File: src/design/lrm_pkg.sv
// Shared types and constants for the Laue reflection multiplicity block.
// Holds the class and axis codes, the multiplicity values and the configuration struct.
// Used by lrm_calc and laue_reflection_multiplicity_top; depends on nothing else.
`default_nettype none

package lrm_pkg;

    // Laue class codes as held in the class register.
    localparam logic [3:0] LC_TRICLINIC   = 4'd0;   // -1
    localparam logic [3:0] LC_MONOCLINIC  = 4'd1;   // 2/m
    localparam logic [3:0] LC_ORTHO       = 4'd2;   // mmm
    localparam logic [3:0] LC_TETRA_LOW   = 4'd3;   // 4/m
    localparam logic [3:0] LC_TETRA_HIGH  = 4'd4;   // 4/mmm
    localparam logic [3:0] LC_CUBIC_LOW   = 4'd5;   // m-3
    localparam logic [3:0] LC_CUBIC_HIGH  = 4'd6;   // m-3m
    localparam logic [3:0] LC_HEX_LOW     = 4'd7;   // 6/m
    localparam logic [3:0] LC_HEX_HIGH    = 4'd8;   // 6/mmm
    localparam logic [3:0] LC_TRIG_R      = 4'd9;   // -3, rhombohedral axes
    localparam logic [3:0] LC_TRIG_H      = 4'd10;  // -3, hexagonal axes
    localparam logic [3:0] LC_TRIG_M_R    = 4'd11;  // -3m, rhombohedral axes
    localparam logic [3:0] LC_TRIG_M1_H   = 4'd12;  // -3.m, hexagonal axes
    localparam logic [3:0] LC_TRIG_M2_H   = 4'd13;  // -3m., hexagonal axes

    // Unique axis codes; the spare code behaves as c.
    localparam logic [1:0] AXIS_A = 2'd0;
    localparam logic [1:0] AXIS_B = 2'd1;
    localparam logic [1:0] AXIS_C = 2'd2;

    // Reset values of the configuration registers.
    localparam logic [3:0] LAUE_CLASS_RESET  = LC_TRICLINIC;
    localparam logic [1:0] UNIQUE_AXIS_RESET = AXIS_C;

    // Register indexes on the configuration port.
    localparam logic REG_LAUE_CLASS  = 1'b0;
    localparam logic REG_UNIQUE_AXIS = 1'b1;

    // Multiplicity values.
    localparam logic [5:0] MULT_2  = 6'd2;
    localparam logic [5:0] MULT_4  = 6'd4;
    localparam logic [5:0] MULT_6  = 6'd6;
    localparam logic [5:0] MULT_8  = 6'd8;
    localparam logic [5:0] MULT_12 = 6'd12;
    localparam logic [5:0] MULT_16 = 6'd16;
    localparam logic [5:0] MULT_24 = 6'd24;
    localparam logic [5:0] MULT_48 = 6'd48;

    // Configuration handed from the register block to the calculator.
    typedef struct packed {
        logic [3:0] laue_class;
        logic [1:0] unique_axis;
    } cfg_t;

endpackage

`default_nettype wire

File: src/design/lrm_calc.sv
// Combinational multiplicity calculator for one Miller index triple.
// Forms the fourth hexagonal index, the zero tests and magnitudes, and picks the class result.
// Depends on lrm_pkg for class codes, multiplicity values and cfg_t.
`default_nettype none

module lrm_calc #(
    parameter int INDEX_WIDTH = 8
) (
    input  wire logic [INDEX_WIDTH-1:0] h,
    input  wire logic [INDEX_WIDTH-1:0] k,
    input  wire logic [INDEX_WIDTH-1:0] l,
    input  wire lrm_pkg::cfg_t          cfg,
    output logic [5:0]                  mult
);
    import lrm_pkg::*;

    localparam int W = INDEX_WIDTH;

    // Indices widened by two bits, enough for -h-k and h+k+l.
    logic signed [W+1:0] hx, kx, lx, ix, sum_hkl;
    assign hx      = {{2{h[W-1]}}, h};
    assign kx      = {{2{k[W-1]}}, k};
    assign lx      = {{2{l[W-1]}}, l};
    assign ix      = -hx - kx;
    assign sum_hkl = hx + kx + lx;

    // Magnitudes, one bit wider than the index so that the most negative value fits.
    logic [W:0] hs, ks, ls, mag_h, mag_k, mag_l;
    assign hs    = {h[W-1], h};
    assign ks    = {k[W-1], k};
    assign ls    = {l[W-1], l};
    assign mag_h = hs[W] ? (~hs + 1'b1) : hs;
    assign mag_k = ks[W] ? (~ks + 1'b1) : ks;
    assign mag_l = ls[W] ? (~ls + 1'b1) : ls;

    // Zero tests and their count.
    logic       zh, zk, zl, zi;
    logic [1:0] zeros;
    assign zh    = (h == '0);
    assign zk    = (k == '0);
    assign zl    = (l == '0);
    assign zi    = (ix == '0);
    assign zeros = {1'b0, zh} + {1'b0, zk} + {1'b0, zl};

    // Signed equalities, including those against the fourth index.
    logic eq_hk, eq_kl, eq_hl, eq_ki, eq_hi;
    assign eq_hk = (h == k);
    assign eq_kl = (k == l);
    assign eq_hl = (h == l);
    assign eq_ki = (kx == ix);
    assign eq_hi = (hx == ix);

    // Magnitude equalities.
    logic meq_hk, meq_kl, meq_hl;
    assign meq_hk = (mag_h == mag_k);
    assign meq_kl = (mag_k == mag_l);
    assign meq_hl = (mag_h == mag_l);

    // Unique axis first, the other two following in cyclic order.
    logic       zu, zp, zq;
    logic [W:0] mag_p, mag_q;
    always_comb
    begin
        unique case (cfg.unique_axis)
            AXIS_A:
            begin
                zu = zh; zp = zk; zq = zl;
                mag_p = mag_k; mag_q = mag_l;
            end
            AXIS_B:
            begin
                zu = zk; zp = zl; zq = zh;
                mag_p = mag_l; mag_q = mag_h;
            end
            default:
            begin
                zu = zl; zp = zh; zq = zk;
                mag_p = mag_h; mag_q = mag_k;
            end
        endcase
    end

    logic meq_pq;
    assign meq_pq = (mag_p == mag_q);

    // Result per Laue class; spare codes behave as triclinic.
    always_comb
    begin
        mult = MULT_2;
        unique case (cfg.laue_class)
            LC_MONOCLINIC:
            begin
                priority if (zu)            mult = MULT_2;
                else if (zp && zq)          mult = MULT_2;
                else                        mult = MULT_4;
            end
            LC_ORTHO:
            begin
                priority if (zeros == 2'd0) mult = MULT_8;
                else if (zeros == 2'd1)     mult = MULT_4;
                else                        mult = MULT_2;
            end
            LC_TETRA_LOW:
            begin
                priority if (zu)            mult = MULT_4;
                else if (zp && zq)          mult = MULT_2;
                else                        mult = MULT_8;
            end
            LC_TETRA_HIGH:
            begin
                priority if (zu)
                    mult = (zp || meq_pq || zq) ? MULT_4 : MULT_8;
                else if (zp)
                    mult = zq ? MULT_2 : MULT_8;
                else if (zq || meq_pq)
                    mult = MULT_8;
                else
                    mult = MULT_16;
            end
            LC_CUBIC_LOW:
            begin
                priority if (meq_hk && meq_kl) mult = MULT_8;
                else if (zeros == 2'd0)        mult = MULT_24;
                else if (zeros == 2'd1)        mult = MULT_12;
                else                           mult = MULT_6;
            end
            LC_CUBIC_HIGH:
            begin
                priority if (zeros == 2'd2)
                    mult = MULT_6;
                else if (zeros == 2'd1)
                    mult = (meq_hk || meq_kl || meq_hl) ? MULT_12 : MULT_24;
                else if (meq_hk)
                    mult = meq_kl ? MULT_8 : MULT_24;
                else if (meq_hl || meq_kl)
                    mult = MULT_24;
                else
                    mult = MULT_48;
            end
            LC_HEX_LOW:
            begin
                priority if (zl)            mult = MULT_6;
                else if (zh && zk)          mult = MULT_2;
                else                        mult = MULT_12;
            end
            LC_HEX_HIGH:
            begin
                priority if (zl)
                    mult = (zh || zk || zi || eq_hk || eq_ki || eq_hi) ? MULT_6 : MULT_12;
                else if (zh)
                    mult = zk ? MULT_2 : MULT_12;
                else if (zk || zi || eq_hk || eq_ki || eq_hi)
                    mult = MULT_12;
                else
                    mult = MULT_24;
            end
            LC_TRIG_R:
                mult = (eq_hk && eq_kl) ? MULT_2 : MULT_6;
            LC_TRIG_H:
                mult = (zh && zk) ? MULT_2 : MULT_6;
            LC_TRIG_M_R:
            begin
                priority if (eq_hk)
                    mult = eq_kl ? MULT_2 : MULT_6;
                else if (eq_kl || eq_hl)
                    mult = MULT_6;
                else if ((sum_hkl == '0) && (zeros != 2'd0))
                    mult = MULT_6;
                else
                    mult = MULT_12;
            end
            LC_TRIG_M1_H:
            begin
                priority if (eq_hk)
                    mult = eq_ki ? MULT_2 : MULT_6;
                else if (eq_ki || eq_hi)
                    mult = MULT_6;
                else if (zl && (zh || zk || zi))
                    mult = MULT_6;
                else
                    mult = MULT_12;
            end
            LC_TRIG_M2_H:
            begin
                priority if (zh)
                    mult = zk ? MULT_2 : MULT_6;
                else if (zk || zi)
                    mult = MULT_6;
                else if (zl && (eq_hk || eq_hi || eq_ki))
                    mult = MULT_6;
                else
                    mult = MULT_12;
            end
            default:
                mult = MULT_2;
        endcase
    end

endmodule

`default_nettype wire

File: src/design/laue_reflection_multiplicity_top.sv
// Top level of the Laue reflection multiplicity block: register port and two-stage pipeline.
// Instantiates lrm_calc; depends on lrm_pkg.
`default_nettype none

// Returns, for each signed Miller index triple, the number of symmetry-equivalent
// reflections under the Laue class held in the laue_class register (byte address 0),
// with the unique axis for the monoclinic and tetragonal classes in unique_axis
// (byte address 4). One triple is accepted every clock cycle while in_stall is low. Each
// beat is held first in the input register and then in the result register, with the
// whole comparison tree between them; it stays in the result register until it is taken.
// in_stall rises only when both registers are full and the result side is stalling.
// Write the registers only while no beat is in flight.
module laue_reflection_multiplicity_top #(
    parameter int INDEX_WIDTH = 8
) (
    input  wire logic                   clk,
    input  wire logic                   rst_n,
    // Configuration port
    input  wire logic                   psel,
    input  wire logic                   penable,
    input  wire logic                   pwrite,
    input  wire logic [2:0]             paddr,
    input  wire logic [31:0]            pwdata,
    output logic [31:0]                 prdata,
    output logic                        pready,
    // Input channel
    input  wire logic                   in_valid,
    output logic                        in_stall,
    input  wire logic [INDEX_WIDTH-1:0] index_h,
    input  wire logic [INDEX_WIDTH-1:0] index_k,
    input  wire logic [INDEX_WIDTH-1:0] index_l,
    // Result channel
    output logic                        out_valid,
    input  wire logic                   out_stall,
    output logic [5:0]                  multiplicity
);
    import lrm_pkg::*;

    // Configuration registers.
    cfg_t cfg_reg, cfg_next;
    logic cfg_write;

    assign pready    = 1'b1;
    assign cfg_write = psel && penable && pwrite;

    always_comb
    begin
        cfg_next = cfg_reg;
        if (cfg_write)
        begin
            unique case (paddr[2])
                REG_LAUE_CLASS:  cfg_next.laue_class  = pwdata[3:0];
                REG_UNIQUE_AXIS: cfg_next.unique_axis = pwdata[1:0];
                default:         cfg_next = cfg_reg;
            endcase
        end
    end

    always_ff @(posedge clk or negedge rst_n)
    begin
        if (!rst_n)
        begin
            cfg_reg.laue_class  <= LAUE_CLASS_RESET;
            cfg_reg.unique_axis <= UNIQUE_AXIS_RESET;
        end
        else
        begin
            cfg_reg <= cfg_next;
        end
    end

    // Read data.
    always_comb
    begin
        unique case (paddr[2])
            REG_LAUE_CLASS:  prdata = {28'd0, cfg_reg.laue_class};
            REG_UNIQUE_AXIS: prdata = {30'd0, cfg_reg.unique_axis};
            default:         prdata = 32'd0;
        endcase
    end

    // Pipeline flow control: each stage moves on when the stage after it is free.
    logic s1_valid_reg, s1_valid_next;
    logic s2_valid_reg, s2_valid_next;
    logic s1_free, s2_free, in_accept;

    assign s2_free   = !s2_valid_reg || !out_stall;
    assign s1_free   = !s1_valid_reg || s2_free;
    assign in_stall  = !s1_free;
    assign in_accept = in_valid && s1_free;

    always_comb
    begin
        s1_valid_next = s1_free ? in_valid : s1_valid_reg;
        s2_valid_next = s2_free ? s1_valid_reg : s2_valid_reg;
    end

    always_ff @(posedge clk or negedge rst_n)
    begin
        if (!rst_n)
        begin
            s1_valid_reg <= 1'b0;
            s2_valid_reg <= 1'b0;
        end
        else
        begin
            s1_valid_reg <= s1_valid_next;
            s2_valid_reg <= s2_valid_next;
        end
    end

    // Input register.
    logic [INDEX_WIDTH-1:0] h_reg, k_reg, l_reg;

    always_ff @(posedge clk)
    begin
        if (in_accept)
        begin
            h_reg <= index_h;
            k_reg <= index_k;
            l_reg <= index_l;
        end
    end

    // Multiplicity logic between the two registers.
    logic [5:0] mult_next;

    lrm_calc #(
        .INDEX_WIDTH (INDEX_WIDTH)
    ) u_calc (
        .h    (h_reg),
        .k    (k_reg),
        .l    (l_reg),
        .cfg  (cfg_reg),
        .mult (mult_next)
    );

    // Result register.
    logic [5:0] mult_reg;

    always_ff @(posedge clk)
    begin
        if (s2_free && s1_valid_reg)
        begin
            mult_reg <= mult_next;
        end
    end

    assign out_valid    = s2_valid_reg;
    assign multiplicity = mult_reg;

`ifndef SYNTHESIS
    // A stall on the input side only arises from a full, stalled result stage.
    a_stall_cause: assert property (@(posedge clk) disable iff (!rst_n)
        in_stall |-> (s1_valid_reg && out_valid && out_stall))
        else $error("input stalled without a stalled result beat");

    // An accepted beat lands in the input register.
    a_accept_lands: assert property (@(posedge clk) disable iff (!rst_n)
        (in_valid && !in_stall) |=> s1_valid_reg)
        else $error("accepted beat lost at the input register");

    // A beat leaving the input register reaches the result register.
    a_advance: assert property (@(posedge clk) disable iff (!rst_n)
        (s1_valid_reg && s2_free) |=> out_valid)
        else $error("beat lost between input and result registers");

    // Every delivered result is an even value from 2 to 48.
    a_mult_range: assert property (@(posedge clk) disable iff (!rst_n)
        out_valid |-> (multiplicity >= MULT_2 && multiplicity <= MULT_48
                       && !multiplicity[0]))
        else $error("multiplicity out of range");
`endif

endmodule

`default_nettype wire

File: config.mk
export PLATFORM = sky130hd
export DESIGN_NAME = laue_reflection_multiplicity_top
export DESIGN_NICKNAME = d
export VERILOG_FILES = /design/src/design/lrm_pkg.sv /design/src/design/lrm_calc.sv /design/src/design/laue_reflection_multiplicity_top.sv
export SDC_FILE = /design/constraint.sdc
export NUM_CORES = 1
export LEC_CHECK = 0
export BUFFER_PORTS_ARGS = -buffer_cell sky130_fd_sc_hd__buf_2
export CORE_ASPECT_RATIO = 1.1
export CORE_MARGIN = 3
export CORE_UTILIZATION = 25
export CTS_BUF_LIST = sky130_fd_sc_hd__clkbuf_8
export DETAILED_ROUTE_END_ITERATION = 8
export PLACE_DENSITY = 0.49
export SYNTH_ARGS = -nofsm -noshare
export SYNTH_HDL_FRONTEND = slang
export SYNTH_SLANG_ARGS = --single-unit
File: constraint.sdc
create_clock -name clk -period 3.7 [get_ports clk]
set_clock_uncertainty 0.1 [all_clocks]
set_input_delay 0.37 -clock clk [delete_from_list [all_inputs] [get_ports clk]]
set_output_delay 0.37 -clock clk [all_outputs]
set_load 0.02 [all_outputs]
Yosys cells after proc, flatten, opt, wreduce, memory -nomap -nowiden
Index checks and enable logic that the tools add are counted.
Cells by class
  add/sub/neg operators: 9
  equality and inequality tests: 25
  multiplexer cells: 51
  bitwise logic cells: 4
  reduce and logical (&&, ||, !) cells: 46
Operators with widths (number)
  6-bit two-way mux: 20
  6-bit case mux with 13 select lines: 1
  32-bit case mux with 2 select lines: 1
  4-bit two-way mux: 10
  9-bit equality test: 4
  9-bit case mux with 2 select lines: 2
  9-bit by 1-bit adder with 9-bit output (second input constant): 3
  9-bit two-way mux: 3
  9-bit inverter: 3
  4-bit equality test (second input constant): 6
  8-bit equality test: 3
  8-bit logical NOT: 3
  1-bit logical OR: 21
  3-bit two-way mux: 7
  8-bit by 10-bit equality test with 1-bit output: 2
  10-bit logical NOT: 2
  5-bit two-way mux: 4
  4-bit by 3-bit equality test with 1-bit output (second input constant): 4
  1-bit logical AND: 11
  9-bit by 8-bit adder with 10-bit output: 1
  8-bit negation with 10-bit output: 1
  10-bit by 8-bit subtractor with 10-bit output: 1
  8-bit by 8-bit adder with 9-bit output: 1
  4-bit by 2-bit equality test with 1-bit output (second input constant): 2
  other kinds (11): 19
Word-level totals
  bits in registers: 38
  output and inout port bits: 41
  logic and storage cells: 143

Logic depth before layout (Yosys ltp)
Gate-level depths: netlist (run 1).
  word-level depth: 11
  gate-level depth with buffers: 16
  depth with buffers taken out: 15

By module
Synthesis (run 1) repeated with hierarchy kept, for this count alone.
Unflattened totals
  cell total of the unflattened synthesis: 588
  area total of the unflattened synthesis: 5113.7 µm²
By module, submodules not included
  lrm_calc: instances 1, cells each 501, area an instance 3612.2 µm², seq. area each 0.0 µm²
  laue_reflection_multiplicity_top: instances 1, cells each 87, area an instance 1501.4 µm², seq. area each 1102.3 µm²

Worst setup path after synthesis (run 1)
OpenSTA, ideal clock, no wires.
  path type: reg-to-reg
  from: register h_reg[2]
  to: register mult_reg[4] (netlist: multiplicity[4]) (data pin)
  library setup time: 0.261 ns
  arrival: 3.370 ns
  path slack: -0.031 ns
  stages on the path, launching flop included: 15
  clock period less this slack: 3.731 ns
  path through: edfxtp_1 -> buf_2 -> inv_1 -> ha_1 -> inv_1 -> fa_1 -> a21boi_1 -> o31ai_1 -> xnor2_1 -> or4b_1 -> nor3_1 -> nor3_1 -> and4bb_4 -> o2bb2ai_1 -> a221o_1
Between the ends
  longest elaborated chain between the ends: 11
Ends and longest elaborated chain
  from (decl): RTL line laue_reflection_multiplicity_top.sv:113  | logic [INDEX_WIDTH-1:0] h_reg, k_reg, l_reg;
  from (signal assigned): RTL line laue_reflection_multiplicity_top.sv:119  | h_reg <= index_h;
  8-bit negation with 10-bit output: RTL line lrm_calc.sv:24  | assign ix = -hx - kx;
  10-bit by 8-bit subtractor with 10-bit output: RTL line lrm_calc.sv:24
  10-bit logical NOT: RTL line lrm_calc.sv:42  | assign zi = (ix == '0);
  1-bit logical OR: RTL line lrm_calc.sv:152, lrm_calc.sv:187
  1-bit logical OR (3 in a row): RTL line lrm_calc.sv:152  | else if (zk || zi || eq_hk || eq_ki || eq_hi)
  5-bit two-way mux: RTL line lrm_calc.sv:152
  6-bit two-way mux: RTL line lrm_calc.sv:150  | else if (zh)
  6-bit two-way mux: RTL line lrm_calc.sv:148  | priority if (zl)
  6-bit case mux with 13 select lines (*): RTL line lrm_calc.sv:90  | unique case (cfg.laue_class)
  named net mult_next[4]: RTL line laue_reflection_multiplicity_top.sv:126  | logic [5:0] mult_next;
  to (signal assigned): RTL line laue_reflection_multiplicity_top.sv:145  | mult_reg <= mult_next;
  to (decl): RTL line laue_reflection_multiplicity_top.sv:139  | logic [5:0] mult_reg;
The timed path passes the listed nets; every way through them passes the cells marked *.
A chain may end at the register's enable or synchronous reset.

Worst setup path after layout (run 1)
  from: register k_reg[1]
  to: register mult_reg[4] (netlist: multiplicity[4]) (data pin)
Between the ends
  longest elaborated chain between the ends: 10
Ends and longest elaborated chain
  from (decl): RTL line laue_reflection_multiplicity_top.sv:113
  from (signal assigned): RTL line laue_reflection_multiplicity_top.sv:120  | k_reg <= index_k;
  9-bit inverter or 10-bit by 8-bit subtractor with 10-bit output (tied branches): RTL line lrm_calc.sv:33, lrm_calc.sv:24
  9-bit by 1-bit adder with 9-bit output or 10-bit logical NOT (tied branches): RTL line lrm_calc.sv:33, lrm_calc.sv:42
  9-bit two-way mux or 1-bit logical OR (tied branches): RTL line lrm_calc.sv:33, lrm_calc.sv:152, lrm_calc.sv:187
  9-bit case mux with 2 select lines, or another cell as far along: RTL line lrm_calc.sv:64  | unique case (cfg.unique_axis)
  9-bit equality test, or another cell as far along: RTL line lrm_calc.sv:84  | assign meq_pq = (mag_p == mag_q);
  1-bit logical OR, on equally long branches: RTL line lrm_calc.sv:115, lrm_calc.sv:132, lrm_calc.sv:152
  5-bit two-way mux, on equally long branches: RTL line lrm_calc.sv:115, lrm_calc.sv:132, lrm_calc.sv:152
  6-bit two-way mux, on equally long branches: RTL line lrm_calc.sv:113, lrm_calc.sv:131, lrm_calc.sv:150
  6-bit two-way mux, on equally long branches: RTL line lrm_calc.sv:111, lrm_calc.sv:129, lrm_calc.sv:148
  6-bit case mux with 13 select lines (*): RTL line lrm_calc.sv:90
  named net mult_next[4]: RTL line laue_reflection_multiplicity_top.sv:126
Marks and branches as above.

==> reports/results.tsv, run 1 <==
stage	metric	value	unit
outcome	result of the run	completed	
final_layout	ant diodes	0	
synth	Post-synth top cells	xnor2_1, inv_1, buf_4	
drt	DR top layer	met4	
setup_path	CP Cell Sequence	buf_4 -> buf_4 -> ha_2 -> inv_1 -> ha_1 -> a221oi_4 -> o21a_1 -> nor2_1 -> or4b_1 -> nor3_2 -> nor3_2 -> and4bb_4 -> o2bb2ai_1 -> a221o_1	
floorplanning	initial core utilization	0.256	
setup_path	slowest stage delay, CP	0.51	ns
synth	Yosys top cell area share	0.184	
placement	PortBufs	46	
synth	Yosys warnings	0	
timing	Worst slew margin	0.301	
synth	register bit total from synthesis	37	
clocking	CTS tree	done	
drt	Met1 Routed Length	5.77	mm
synth	Synth cell types	88	
placement	Post-Place Cell Area	5530	sq um
timing	final setup fails	0	
setup_path	critical path required time	3.69	ns
synth	number of flops mapped to enable cells by yosys	29	
drt	Vias	4185	
timing	minimum clock period	3.70	ns
clocking	later-pin clock latency in the skew report	0.33	ns
clocking	H-tree depth	2	
synth	fraction of registers with async set/reset	0.216	
setup_path	slowest library cell on the worst path	or4b_1	
clocking	Max Buffers Root-to-Sink	2	
placement	global placer's final weighted congestion	0.910	
final_layout	layout cells sized above 1	0.305	
drt	antenna viol nets, final	0	
setup_path	CP max FO	4	
setup_path	Critical Path Source Type	register	
setup_path	Critical R2R Launch	k_reg[1]	
global_routing	initial antenna violation count	0	
drt	met3 WL post-DR	672	um
synth	Syn Inst Count	513	
clocking	Worst-path clk slew	0.10	ns
synth	Primary FF master, synth	edfxtp_1	
floorplanning	row count	52	
synth	Synth area leader	edfxtp_1	
final_layout	FILL cells	1924	
power_and_ir_drop	Lkg Pwr	2.46	nW
drt	WL per Instance	15.8	um
hold_path	Hold Path Origin	index_k[0]	
clocking	CTS Buf Count	5	
power_and_ir_drop	Power Dens Cells	326	nW/um^2
drt	First-pass DRT Iterations	5	
timing	Max Clock Freq	270	MHz
timing	Worst Max-Slew Pin Slew	1.05	ns
power_and_ir_drop	IR drop worst, VDD	0.186	mV
timing	final max-slew violation count	0	
drt	drt via density	4.87	
global_routing	vias in the first global route	4118	
final_layout	Design Area, Final	5800	sq um
floorplanning	height of the chip	150	um
run	Max Cap Violations	0	
setup_path	CP Capture Type	register	
setup_path	Data arrival, critical path	3.69	ns
floorplanning	Die Footprint	20600	sq um
hold_path	Min-Delay Path Class	in2reg	
final_layout	area grow syn2layout	22.7	%
global_routing	global-route wire length before repair	21.5	mm
placement	post-detail-place hpwl	11.4	mm
timing	RSZ-0062 raised after global routing	true	
floorplanning	I/O pins	107	
drt	DRC Markers	0	
final_layout	area of the multi-input gates	3370	sq um
timing	final hold vios	0	
timing	final worst path period share	1.00	
synth	top post-synthesis cells by area	edfxtp_1, xnor2_1, ha_1	
global_routing	largest net degree at the start of global routing	25	
synth	Post-Syn Area	4730	sq um
drt	WL final	13.6	mm
clocking	CTS sink cnt	37	
final_layout	NumNets Final	717	
final_layout	sequential cell area	1070	sq um
clocking	Root Buffer	clkbuf_8	
setup_path	CP Class	reg2reg	
floorplanning	CORE AREA	18500	sq um
drt	met2 wire len	6.87	mm
timing	TNS Setup	0	ns
drt	First DRT Iteration DRCs	301	
floorplanning	Die X	137	um
synth	Seq/Total Area, Yosys	0.227	
synth	most frequent cell after synthesis	xnor2_1	
setup_path	first element of the critical path	k_reg[1]	
global_routing	GRT Total Usage	0.133	
global_routing	global route overflow	0	
synth	Synth Area per Inst	9.22	sq um
[power by group]
part,switching (mW),internal [mW],total (mW),leakage [nW]
sequential,0.0854,0.506,0.592,0.371
clock,0.186,0.136,0.322,0.0447
combinational,0.530,0.446,0.976,2.05
[final timing paths]
path | end | cells after the start | slack [ns]
max | multiplicity[4] | 14 | 0.0003
min | k_reg[0] | 1 | 0.10
max reg2reg | multiplicity[4] | 14 | 0.0003
min reg2reg | out_valid | 1 | 0.39
max in group asynchronous | cfg_reg[1] | 2 | 2.96
min in group asynchronous | cfg_reg[4] | 2 | 0.30
[placed cells by master (no fill, tap or decap), types with 5 or more instances in the layout]
master    count
clkbuf_8      5
buf_4        76
nor2b_1      12
mux2_2        7
conb_1       30
edfxtp_1     29
inv_1        32
nor2_1       27
xnor3_1       6
fa_1         10
a31oi_1       5
xor2_1       17
nand3_1      12
nand2b_1     10
o211ai_1     10
nand4_1      10
nor3_1        6
nor3_2        5
o31ai_1       6
dfrtp_1       7
o21ai_0      13
buf_2        46
a21oi_1      13
mux2i_1       5
and3_1        5
ha_1         23
nand2_1      27
xnor2_1      39
nor4_1        8
[cell families (layout without fill, tap and decap cells)]
family                   Yosys count  in the layout  share of synthesized area
AO/OA/AOI/OAI                    107            107                      0.171
XOR/XNOR                          65             65                      0.143
adder cells (fa/ha/maj)           36             36                      0.113
buffers and inverters             93            168                      0.112
flip-flops                        37             37                      0.227
multiplexers                      12             12                     0.0272
other                              2             30                    0.00159
AND/OR/NAND/NOR                  161            161                      0.206
[metal layers]
layer | GRT usage | vias to the layer above
met4 | 0.0409 | 0
li1 | - | 2002
met1 | 0.167 | 2025
met2 | 0.231 | 139
met5 | 0 | -
met3 | 0.0247 | 19
[through the flow]
stage                     cells  power (mW)  hold WS [ns]  utilization  setup slack [ns]
after floorplan             541        1.29       -0.0256            -            0.0224
after global placement      845        1.51         0.117        0.299            -0.358
after detailed placement    845        1.52         0.120        0.299            -0.345
after CTS                   856        1.88        0.0932        0.309          -0.00604
after global routing        859        2.02        0.0964        0.314            -0.171
final                       859        1.89         0.103        0.314          0.000255
[what timing repair did]
item                                   CTS  global route
endpoints found under the hold margin    8             0
gates resized for setup                 15            13
setup endpoints to repair                4             4
hold buffers                             1             0
buffers inserted                         2             3
pin swaps                                9            13
[worst max-delay path, delay by kind of cell (launching register included)]
family	cells	cell delay, ns
compound gates	4	1.02
fa+ha+maj	2	0.45
buf+inv	3	0.40
flops	1	0.42
simple gates	5	1.09
[cell type report]
class | instances | area share
Inverter | 36 | 0.0237
Tap cell | 243 | 0.0524
Clock buffer | 5 | 0.0119
Multi-Input combinational cell | 411 | 0.580
Clock inverter | 3 | 0.00431
Sequential cell | 37 | 0.185
Timing Repair Buffer | 124 | 0.143
Note: power is estimated with default switching activity, not from simulation.
==> run 2, diff against run 1 <==
Settings changed: HOLD_SLACK_MARGIN set to 0.12, PLACE_DENSITY 0.49 to not set, PLACE_DENSITY_LB_ADDON set to 0.08.
==> run 2 against run 1 <==
Net effect: setup slack improved by 0.031 ns; highest routed layer unchanged; largest power group unchanged; critical endpoint unchanged; hold slack gained 0.034 ns; global-route usage grew 1.3 points.
==> reports/results.tsv, run 2 (synthesis gave the netlist of run 1 again) <==
stage	metric	value	unit	change
setup_path	capturing point of the worst reg2reg path	multiplicity[4]		
setup_path	CP Class	reg2reg		
timing	final worst path period share	0.991		-0.00843
final_layout	layout cells sized above 1	0.343		+0.0377
floorplanning	initial core utilization	0.256		unchanged
hold_path	hold depth	1		unchanged
floorplanning	CORE AREA	18500	sq um	unchanged
final_layout	Layout Utilization	0.339		+0.0253
clocking	H-tree depth	2		unchanged
setup_path	r2r worst-path depth	15		+1
global_routing	global-route wire length before repair	23.1	mm	+7.4%
timing	final max-slew violation count	0		unchanged
setup_path	CP Capture Type	register		
timing	Hold Slack	0.137	ns	+0.0343 ns
clocking	CTS tree	done		
clocking	CTS Buf Count	5		unchanged
hold_path	Hold Path Sink	l_reg[3]		
timing	Worst slew margin	0.268		-0.0335
clocking	later-pin clock latency in the skew report	0.31	ns	-0.02 ns
floorplanning	row count	52		unchanged
power_and_ir_drop	Power Dens Cells	313	nW/um^2	-3.9%
drt	drt via density	4.62		-5.1%
final_layout	commonest non-fill, non-tap cell in the layout	buf_4		
power_and_ir_drop	IR drop worst, VDD	0.126	mV	-32%
drt	First DRT Iteration DRCs	179		-41%
timing	Worst Max-Slew Pin Slew	1.10	ns	+0.0502 ns
final_layout	NumNets Final	763		+6.4%
hold_path	Hold Path Origin	index_l[3]		
timing	final hold vios	0		unchanged
timing	Max Clock Freq	273	MHz	+0.85%
final_layout	ant diodes	0		unchanged
global_routing	GRT Total Usage	0.146		+0.0133
global_routing	initial antenna violation count	0		unchanged
timing	minimum clock period	3.67	ns	-0.0312 ns
setup_path	Critical Path Source Type	register		
drt	WL final	14.7	mm	+8.4%
floorplanning	I/O pins	107		unchanged
final_layout	area grow syn2layout	32.5	%	
drt	antenna viol nets, final	0		unchanged
drt	First-pass DRT Iterations	4		-1
setup_path	CP max FO	3		-1
setup_path	critical path required time	3.68	ns	about the same
outcome	result of the run	completed		
clocking	CTS sink cnt	37		unchanged
global_routing	vias in the first global route	4204		+2.1%
clocking	Max Buffers Root-to-Sink	2		unchanged
floorplanning	Die Footprint	20600	sq um	unchanged
floorplanning	height of the chip	150	um	unchanged
run	Max Cap Violations	0		unchanged
placement	post-detail-place hpwl	12.3	mm	+8.4%
setup_path	flop-to-flop setup slack	0.03	ns	+0.03 ns
drt	WL per Instance	16.3	um	+2.9%
global_routing	largest net degree at the start of global routing	25		unchanged
final_layout	most frequent cells in the layout	buf_4, buf_2, xnor2_1		
power_and_ir_drop	Lkg Pwr	2.69	nW	+9.1%
hold_path	Min-Delay Path Class	in2reg		
timing	final setup fails	0		unchanged
timing	TNS Setup	0	ns	unchanged
floorplanning	Die X	137	um	unchanged
timing	RSZ-0062 raised after global routing	true		
global_routing	global route overflow	0		unchanged
clocking	Worst-path clk slew	0.09	ns	about the same
drt	DRC Markers	0		unchanged
setup_path	Critical R2R Launch	k_reg[1]		
setup_path	first element of the critical path	k_reg[1]		
drt	Vias	4184		-0.024%
clocking	Root Buffer	clkbuf_8		
setup_path	Data arrival, critical path	3.64	ns	-0.05 ns
placement	global placer's final weighted congestion	0.878		-3.5%
placement	PortBufs	46		unchanged
run 2: power breakdown:
part	internal, mW	total [mW]	switching [mW]	leakage (nW)
Combinational	0.504	1.06	0.551	2.26
Sequential	0.506	0.592	0.0853	0.371
Clock	0.147	0.314	0.168	0.0538
Total	1.16	1.96	0.804	2.69
run 2: area by class of cell:
type                    instances  area [sq um]
flip-flops and latches         37          1070
multi-input cells             411          3460
clock inverters                 2          7.51
inverters                      36           138
well taps                     243           304
repair buffers                170          1210
fillers                      1974         12200
clock buffers                   6          82.6
run 2: routing by layer:
metal / wire length (um) / share of wire / up-vias / track usage
li1: - / - / 2099 / -
met1: 6570 / 0.45 / 1991 / 0.186
met2: 7520 / 0.51 / 83 / 0.262
met3: 455 / 0.031 / 11 / 0.0211
met4: 189 / 0.013 / 0 / 0.0309
met5: 0 / 0 / - / 0
run 2: stage by stage:
| stage | power, mW | setup slack, ns | std cells | instance area [sq um] |
|---|---|---|---|---|
| detailed placement | 1.56 | -0.475 | 863 | 5650 |
| floorplan | 1.29 | 0.0224 | 541 | 4840 |
| global route | 2.12 | -0.157 | 905 | 6270 |
| finish | 1.96 | 0.0315 | 905 | 6270 |
| global placement | 1.56 | -0.525 | 863 | 5650 |
| CTS | 1.93 | -0.0537 | 894 | 6040 |
run 2: worst max path at each step:
| stage | endpoint | slack [ns] |
|---|---|---|
| global route | multiplicity[3] | -0.16 |
| finish | multiplicity[4] | 0.03 |
| detailed placement | multiplicity[1] | -0.47 |
| global placement | multiplicity[1] | -0.53 |
| CTS | multiplicity[2] | -0.05 |
| floorplan | multiplicity[4] | 0.02 |
run 2: what timing repair did:
item,4_1_cts,5_1_grt
gates resized for setup,17,27
endpoints found under the setup margin,4,4
cloned,0,0
endpoints found under the hold margin,25,2
setup buffers,5,9
hold buffers,18,2
pin swaps,15,15
run 2: critical path, cell delays in order, from the launching register on:
cell and delay, ns:
edfxtp_1 0.42, ha_1 0.32, inv_1 0.05, ha_2 0.17
buf_4 0.13, buf_4 0.13, a221oi_4 0.33, buf_4 0.17
o21a_1 0.11, nor2_2 0.06, or4b_4 0.55, nor3_2 0.12
nor3_1 0.09, and4bb_4 0.21, o2bb2ai_1 0.13, a221o_1 0.34
